`config.mk`:
```
export PLATFORM = sky130hd
export DESIGN_NAME = tmdr_regs
export DESIGN_NICKNAME = d
export VERILOG_FILES = /design/src/rtl/text_mode_display_registers_defines.svh /design/src/rtl/tmdr_pkg.sv /design/src/rtl/tmdr_regs.sv
export SDC_FILE = /design/constraint.sdc
export NUM_CORES = 1
export LEC_CHECK = 0
export BUFFER_PORTS_ARGS = -buffer_cell sky130_fd_sc_hd__buf_4
export CORE_MARGIN = 1
export CORE_UTILIZATION = 55
export CTS_CLUSTER_SIZE = 16
export DETAILED_ROUTE_END_ITERATION = 6
export PLACE_DENSITY = 0.82
export SETUP_SLACK_MARGIN = 0.5
export SLEW_MARGIN = 15
export SYNTH_ARGS = -nofsm -noshare
export SYNTH_HDL_FRONTEND = slang
export SYNTH_SLANG_ARGS = --single-unit
```
`constraint.sdc`:
```
create_clock -name clk -period 12.85 [get_ports clk]
set_clock_uncertainty 0.05 [all_clocks]
set_input_delay 3.855 -clock clk [delete_from_list [all_inputs] [get_ports clk]]
set_output_delay 3.855 -clock clk [all_outputs]
set_load 0.01 [all_outputs]
```
`src/rtl/text_mode_display_registers_defines.svh`:
```
// Assertion macros for the text mode display register block.
`ifndef TEXT_MODE_DISPLAY_REGISTERS_DEFINES_SVH
`define TEXT_MODE_DISPLAY_REGISTERS_DEFINES_SVH

`ifndef SYNTH
// Same-cycle implication, sampled on clk, off while arst_n is low.
`define TMDR_ASSERT_NOW(label, ante, cons) \
	label: assert property (@(posedge clk) disable iff (!arst_n) (ante) |-> (cons)) \
		else $error("text mode display: assertion failed");
// Next-cycle implication, sampled on clk, off while arst_n is low.
`define TMDR_ASSERT_NEXT(label, ante, cons) \
	label: assert property (@(posedge clk) disable iff (!arst_n) (ante) |=> (cons)) \
		else $error("text mode display: assertion failed");
`else
`define TMDR_ASSERT_NOW(label, ante, cons)
`define TMDR_ASSERT_NEXT(label, ante, cons)
`endif

`endif

```
`src/rtl/tmdr_pkg.sv`:
```
// Shared types and constants of the text mode display register block.
package tmdr_pkg;

	localparam int DEF_COLUMNS = 80;
	localparam int DEF_ROWS    = 25;

	localparam int ADDR_W     = 13;
	localparam int DATA_W     = 8;
	localparam int ROW_PORT_W = 5;
	localparam int COL_PORT_W = 7;

	localparam logic [ADDR_W-1:0] ADDR_COL    = 13'h000;
	localparam logic [ADDR_W-1:0] ADDR_ROW    = 13'h004;
	localparam logic [ADDR_W-1:0] ADDR_COLOUR = 13'h008;
	localparam logic [ADDR_W-1:0] ADDR_STATUS = 13'h00C;
	localparam logic [ADDR_W-1:0] ADDR_RESET  = 13'h010;
	localparam logic [ADDR_W-1:0] ADDR_TOP    = 13'h014;
	localparam int                STORE_BASE  = 'h100;

	localparam logic [DATA_W-1:0] TOP_MAX      = 8'd23;
	localparam logic [DATA_W-1:0] COLOUR_RESET = 8'h07;

	typedef enum logic [1:0] {
		KIND_NONE   = 2'd0,
		KIND_CELL   = 2'd1,
		KIND_FULL   = 2'd2,
		KIND_CURSOR = 2'd3
	} redraw_kind_t;

	typedef struct packed {
		logic              mode;
		logic [ADDR_W-1:0] address;
		logic [DATA_W-1:0] write_data;
	} item_t;

	typedef struct packed {
		logic [DATA_W-1:0]     read_data;
		redraw_kind_t          redraw_kind;
		logic [ROW_PORT_W-1:0] cell_screen_row;
		logic [COL_PORT_W-1:0] cell_column;
		logic [ROW_PORT_W-1:0] cursor_screen_row;
		logic [COL_PORT_W-1:0] cursor_screen_column;
	} result_t;

endpackage

```
`src/rtl/tmdr_regs.sv`:
```
// Control registers and per-access decode: read data, state update and redraw report.
module tmdr_regs import tmdr_pkg::*; #(
	parameter int COLUMNS = DEF_COLUMNS,
	parameter int ROWS    = DEF_ROWS,
	parameter int OFF_W   = $clog2(2 * DEF_COLUMNS * DEF_ROWS),
	parameter int ROW_W   = $clog2(DEF_ROWS)
) (
	input  logic              clk,
	input  logic              arst_n,
	input  logic              adv,
	input  item_t             item,
	input  logic              in_store,
	input  logic [OFF_W-1:0]  off,
	input  logic [ROW_W-1:0]  q_est,
	input  logic [DATA_W-1:0] store_byte,
	output result_t           result,
	output logic              wr_en,
	output logic              clr_start
);

	localparam int ColW   = $clog2(COLUMNS);
	localparam int CellW  = OFF_W - 1;
	localparam int RowXW  = ROW_W + 1;
	localparam int LimitW = DATA_W + 1;

	logic [ColW-1:0]   cur_col_q, col_n, cell_col;
	logic [ROW_W-1:0]  cur_row_q, row_n, top_q, top_n, cell_row;
	logic [DATA_W-1:0] colour_q, colour_n, rd;
	logic              upd_q, upd_n, wr_hit, clr_hit;
	redraw_kind_t      kind;
	logic [CellW-1:0]  cell_idx, rem;
	logic [DATA_W-1:0] d;
	logic [LimitW-1:0] d_x;

	function automatic logic [ROW_W-1:0] ring_row(input logic [ROW_W-1:0] row,
		input logic [ROW_W-1:0] top);
		logic [RowXW-1:0] diff;
		diff = {1'b0, row} - {1'b0, top};
		if (diff[ROW_W]) begin
			diff = diff + RowXW'(ROWS);
		end
		return diff[ROW_W-1:0];
	endfunction

	assign d   = item.write_data;
	assign d_x = {1'b0, d};

	always_comb begin
		rd       = '0;
		kind     = KIND_NONE;
		col_n    = cur_col_q;
		row_n    = cur_row_q;
		top_n    = top_q;
		colour_n = colour_q;
		upd_n    = upd_q;
		wr_hit   = 1'b0;
		clr_hit  = 1'b0;
		if (!item.mode) begin
			unique case (item.address)
				ADDR_COL:    rd = DATA_W'(cur_col_q);
				ADDR_ROW:    rd = DATA_W'(cur_row_q);
				ADDR_COLOUR: rd = colour_q;
				ADDR_TOP:    rd = DATA_W'(top_q);
				ADDR_STATUS: begin
					rd    = {6'd0, upd_q, 1'b1};
					upd_n = 1'b0;
				end
				default: begin
					if (in_store) begin
						rd = store_byte;
					end
				end
			endcase
		end else begin
			unique case (item.address)
				ADDR_COL: begin
					if (d_x < LimitW'(COLUMNS) && d != DATA_W'(cur_col_q)) begin
						col_n = d[ColW-1:0];
						kind  = KIND_CURSOR;
					end
				end
				ADDR_ROW: begin
					if (d_x < LimitW'(ROWS) && d != DATA_W'(cur_row_q)) begin
						row_n = d[ROW_W-1:0];
						kind  = KIND_CURSOR;
					end
				end
				ADDR_COLOUR: colour_n = d;
				ADDR_RESET: begin
					col_n   = '0;
					row_n   = '0;
					top_n   = '0;
					upd_n   = 1'b1;
					kind    = KIND_FULL;
					clr_hit = 1'b1;
				end
				ADDR_TOP: begin
					if (d <= TOP_MAX && d_x < LimitW'(ROWS) && d != DATA_W'(top_q)) begin
						top_n = d[ROW_W-1:0];
						upd_n = 1'b1;
						kind  = KIND_FULL;
					end
				end
				default: begin
					if (in_store && store_byte != d) begin
						wr_hit = 1'b1;
						upd_n  = 1'b1;
						kind   = KIND_CELL;
					end
				end
			endcase
		end
	end

	// Finish cell / COLUMNS: the quotient estimate is low by at most one.
	always_comb begin
		cell_idx = off[OFF_W-1:1];
		rem      = cell_idx - CellW'(q_est) * CellW'(COLUMNS);
		cell_row = q_est;
		if (rem >= CellW'(COLUMNS)) begin
			rem      = rem - CellW'(COLUMNS);
			cell_row = q_est + 1'b1;
		end
		cell_col = rem[ColW-1:0];
	end

	always_comb begin
		result.read_data            = rd;
		result.redraw_kind          = kind;
		result.cell_screen_row      = '0;
		result.cell_column          = '0;
		result.cursor_screen_row    = '0;
		result.cursor_screen_column = '0;
		if (kind == KIND_CELL) begin
			result.cell_screen_row = ROW_PORT_W'(ring_row(cell_row, top_n));
			result.cell_column     = COL_PORT_W'(cell_col);
		end
		if (kind != KIND_NONE) begin
			result.cursor_screen_row    = ROW_PORT_W'(ring_row(row_n, top_n));
			result.cursor_screen_column = COL_PORT_W'(col_n);
		end
	end

	always_ff @(posedge clk or negedge arst_n) begin
		if (!arst_n) begin
			cur_col_q <= '0;
			cur_row_q <= '0;
			top_q     <= '0;
			colour_q  <= COLOUR_RESET;
			upd_q     <= 1'b0;
		end else if (adv) begin
			cur_col_q <= col_n;
			cur_row_q <= row_n;
			top_q     <= top_n;
			colour_q  <= colour_n;
			upd_q     <= upd_n;
		end
	end

	assign wr_en     = adv && wr_hit;
	assign clr_start = adv && clr_hit;

endmodule

```
==> key figures <==
Run status
  • Status: finished, final reports clean

Worst setup path
  • Req. time, crit path: 8.94 ns
  • Data arrival, critical path: 8.06 ns
  • Setup CP Type: in -> out
  • Reg2reg start: cur_row_q[2]
  • CP endpoint kind: output pin
  • RR Endpoint: cur_row_q[1]
  • Critical Path Fanout Max: 14
  • R2R Setup Slk: 10.73 ns
  • Reg2Reg Depth: 6
  • CP startpoint kind: primary input

STA
  • Worst-margin pin slew: 0.9182 ns
  • Final setup viols: 0
  • Max frequency: 83.56 MHz
  • Final Hold Fails: 0
  • Slew margin rel.: 38.56%
  • Final Critical Period: 11.97 ns
  • RSZ-0062 raised after global routing: no
  • Worst Setup Slack, final: 0.8824 ns
  • Setup TNS: 0 ns
  • Fin crit share: 93.13%
  • Slew Viols, Final: 0

Flow run
  • Max-Cap Viols: 0

Detailed routing
  • Routed WL: 9640 microns
  • Initial DRC count: 356
  • Vias per cell: 6.383
  • Post-DRT Antenna Nets: 0
  • DR DRC count: 0
  • First-pass DRT Iterations: 7
  • DR vias: 3,632
  • Routed len/inst: 16.94 microns

Die
  • Die area: 6448 sq um
  • Initial Utilization: 56.95%
  • Core Box Area: 5921 sq um
  • Chip Height: 80.30 microns
  • Die X-Extent: 80.30 microns
  • I/O pins: 87
  • FP Rows: 28

CTS
  • Clock-pin slew on the worst setup and hold paths: 0.09 ns
  • Setup bufs post-CTS: 0
  • Clock buffer depth: 2
  • CTS Buf Count: 3
  • CTS HTree Levels: 1
  • Post-CTS sizing: 0
  • CTS tree: yes
  • Root buffer cell: clkbuf_8
  • Num Clock Sinks: 26
  • Number of hold buffers added after CTS: 0
  • Clk_lat worst skew: 0.27 ns

Power
  • VDD IR max: 0.04822 mV
  • Cell Pwr Density: 59.03 nW/um^2
  • P_int: 0.0001576 W
  • Pwr Total: 0.0002408 W
  • Clock share of power: 22.7%
  • Leakage Power: 1.731 nW
  • Comb power frac: 43.3%
  • P_sw: 0.00008320 W
  • Switching share of power: 34.56%
  • Sequential Power Share: 34.0%

Place
  • Post-Place Cells: 565
  • Global placer's final weighted congestion: 0.8959
  • DP HPWL: 7317 microns
  • IO Port Bufs: 85
  • Placed Area: 4015 sq um
  • Post-placement setup slack: 0.8057 ns

Logic synthesis
  • Register area share after synthesis: 19.41%
  • Number of flops mapped to enable cells by yosys: 0
  • Asr flop ratio synth: 100.0%
  • Synth Register Bits: 26
  • Avg Cell Area, Syn: 7.953 sq um
  • Post-Syn Nets: 506
  • Synthesized instance count: 424
  • Netlist cell types: 60
  • Yosys warning count: 0
  • Synth Cell Area: 3372 sq um
  • Ys flop type: dfrtp_1

Min path
  • Hold_sp: colour_q[6]
  • Hold Path End: colour_q[6]
  • Hold/Removal Path Class: reg -> reg
  • Hold path cells: 1

Finish
  • Ant diodes: 0
  • Final layout net count: 577
  • Share of cells above drive strength 1: 22.47%
  • Most frequent cells in the layout: 87 x buf_4, 39 x nand2_1, 35 x nor2_1
  • Commonest non-fill, non-tap cell in the layout: buf_4
  • Final instance area: 4079 sq um
  • P&R area growth vs syn: 20.96%
  • Non-Filler Instances: 569

GRT
  • Initial antenna violation count: 0
  • Total GRT Usage: 30.94%
  • Overflow after GRT: 0
  • Vias in the first global route: 3,372
  • Largest net degree at the start of global routing: 33
  • Global-route wire length before repair: 15,700 microns
==> flip-flops by register name, indices dropped and copies added, names as in the netlist <==
signal / cells
upd_q: 1
cur_col_q: 7
cur_row_q: 5
colour_q: 8
top_q: 5
==> cell usage after synthesis, types with 2 or more instances <==
| master | count | area share, % |
|---|---|---|
| a22oi_1 | 8 | 1.8 |
| nor3b_1 | 4 | 0.89 |
| and2_1 | 2 | 0.37 |
| nor3_1 | 15 | 2.2 |
| xnor2_1 | 34 | 8.8 |
| dfstp_2 | 3 | 2.3 |
| fa_1 | 4 | 2.4 |
| nand2_1 | 39 | 4.3 |
| buf_2 | 2 | 0.30 |
| nand4_1 | 7 | 1.3 |
| a211oi_1 | 2 | 0.45 |
| a32o_1 | 4 | 1.2 |
| mux2_2 | 8 | 2.7 |
| o211ai_1 | 2 | 0.45 |
| buf_1 | 4 | 0.45 |
| nor4_4 | 2 | 1.3 |
| nor2_1 | 35 | 3.9 |
| a2bb2oi_1 | 2 | 0.52 |
| a32oi_1 | 2 | 0.52 |
| a21o_1 | 7 | 1.6 |
| o21ai_0 | 16 | 2.4 |
| ha_1 | 27 | 10 |
| a221oi_1 | 2 | 0.52 |
| nor2b_1 | 5 | 0.93 |
| a31oi_1 | 7 | 1.3 |
| clkbuf_1 | 12 | 1.3 |
| and3_1 | 7 | 1.3 |
| nand3_1 | 26 | 3.9 |
| o21a_1 | 8 | 1.8 |
| a22o_1 | 10 | 2.6 |
| xor2_1 | 15 | 3.9 |
| inv_1 | 19 | 2.1 |
| a21oi_1 | 26 | 3.9 |
| dfrtp_1 | 23 | 17 |
| or4_1 | 2 | 0.45 |
| nor4_1 | 3 | 0.56 |
| nand2b_1 | 3 | 0.56 |
| mux2i_1 | 4 | 1.2 |
| o31a_1 | 2 | 0.52 |
==> logic make-up (layout without fill, tap and decap cells) <==
group | count (synthesis) | after routing | synth area share [%]
XOR/XNOR | 49 | 49 | 12.73
AND/OR/NAND/NOR | 155 | 155 | 23.93
adder cells (fa/ha/maj) | 31 | 31 | 12.39
buffers and inverters | 41 | 111 | 5.306
multiplexers | 12 | 12 | 3.859
flip-flops | 26 | 26 | 19.41
AO/OA/AOI/OAI | 110 | 110 | 22.38
==> worst max-delay path by stage <==
stage                        start    endpoint  slack (ns)  cells after the start
after CTS                 item[16]   result[9]        0.76                     16
final                     item[16]  result[23]        0.88                     16
after global routing      item[16]  result[23]        0.64                     16
after floorplan           q_est[1]  result[23]        1.42                     19
after global placement    item[16]  result[10]        0.87                     16
after detailed placement  item[16]   result[9]        0.81                     16
==> area by class of cell <==
cell class,count,area (sq um)
multi-input cells,357,2547
repair buffers,87,653.1
well taps,75,93.84
flip-flops and latches,26,654.4
inverters,20,75.07
fillers,513,1842
clock buffers,4,55.05
==> power by group through the flow <==
stage	Clock, W	Combinational, W	Sequential [W]
after floorplan	0	0.0000671	0.0000835
after global placement	0	0.0000985	0.0000835
after detailed placement	0	0.000103	0.0000835
after CTS	0.0000550	0.000104	0.0000819
after global routing	0.0000596	0.000115	0.0000819
final	0.0000546	0.000104	0.0000819
==> stage by stage <==
| stage | hold slack (ns) | utilization [%] |
|---|---|---|
| after floorplan | 0.4100 | - |
| after global placement | 0.4353 | 67.81 |
| after CTS | 0.4677 | 68.74 |
| after global routing | 0.4762 | 68.89 |
| after detailed placement | 0.4465 | 67.81 |
| final | 0.4654 | 68.89 |
==> critical path, stage by stage <==
cell,delay (ns)
buf_4,0.11
or4_4,0.54
or4_1,0.81
nor3_1,0.36
buf_4,0.20
a21o_1,0.21
a32oi_1,0.21
ha_1,0.38
nor2b_1,0.12
o21ai_0,0.18
a21boi_0,0.15
o21a_1,0.24
nor4_1,0.31
xnor2_1,0.16
nor2_1,0.05
buf_4,0.15
==> routing by layer <==
metal	share of wire [%]	global-route usage, %
met2	49	53.25
met3	8.6	4.773
met1	40	40.43
met5	0	0
met4	1.8	7.143
(Power assumes the default switching activity.)
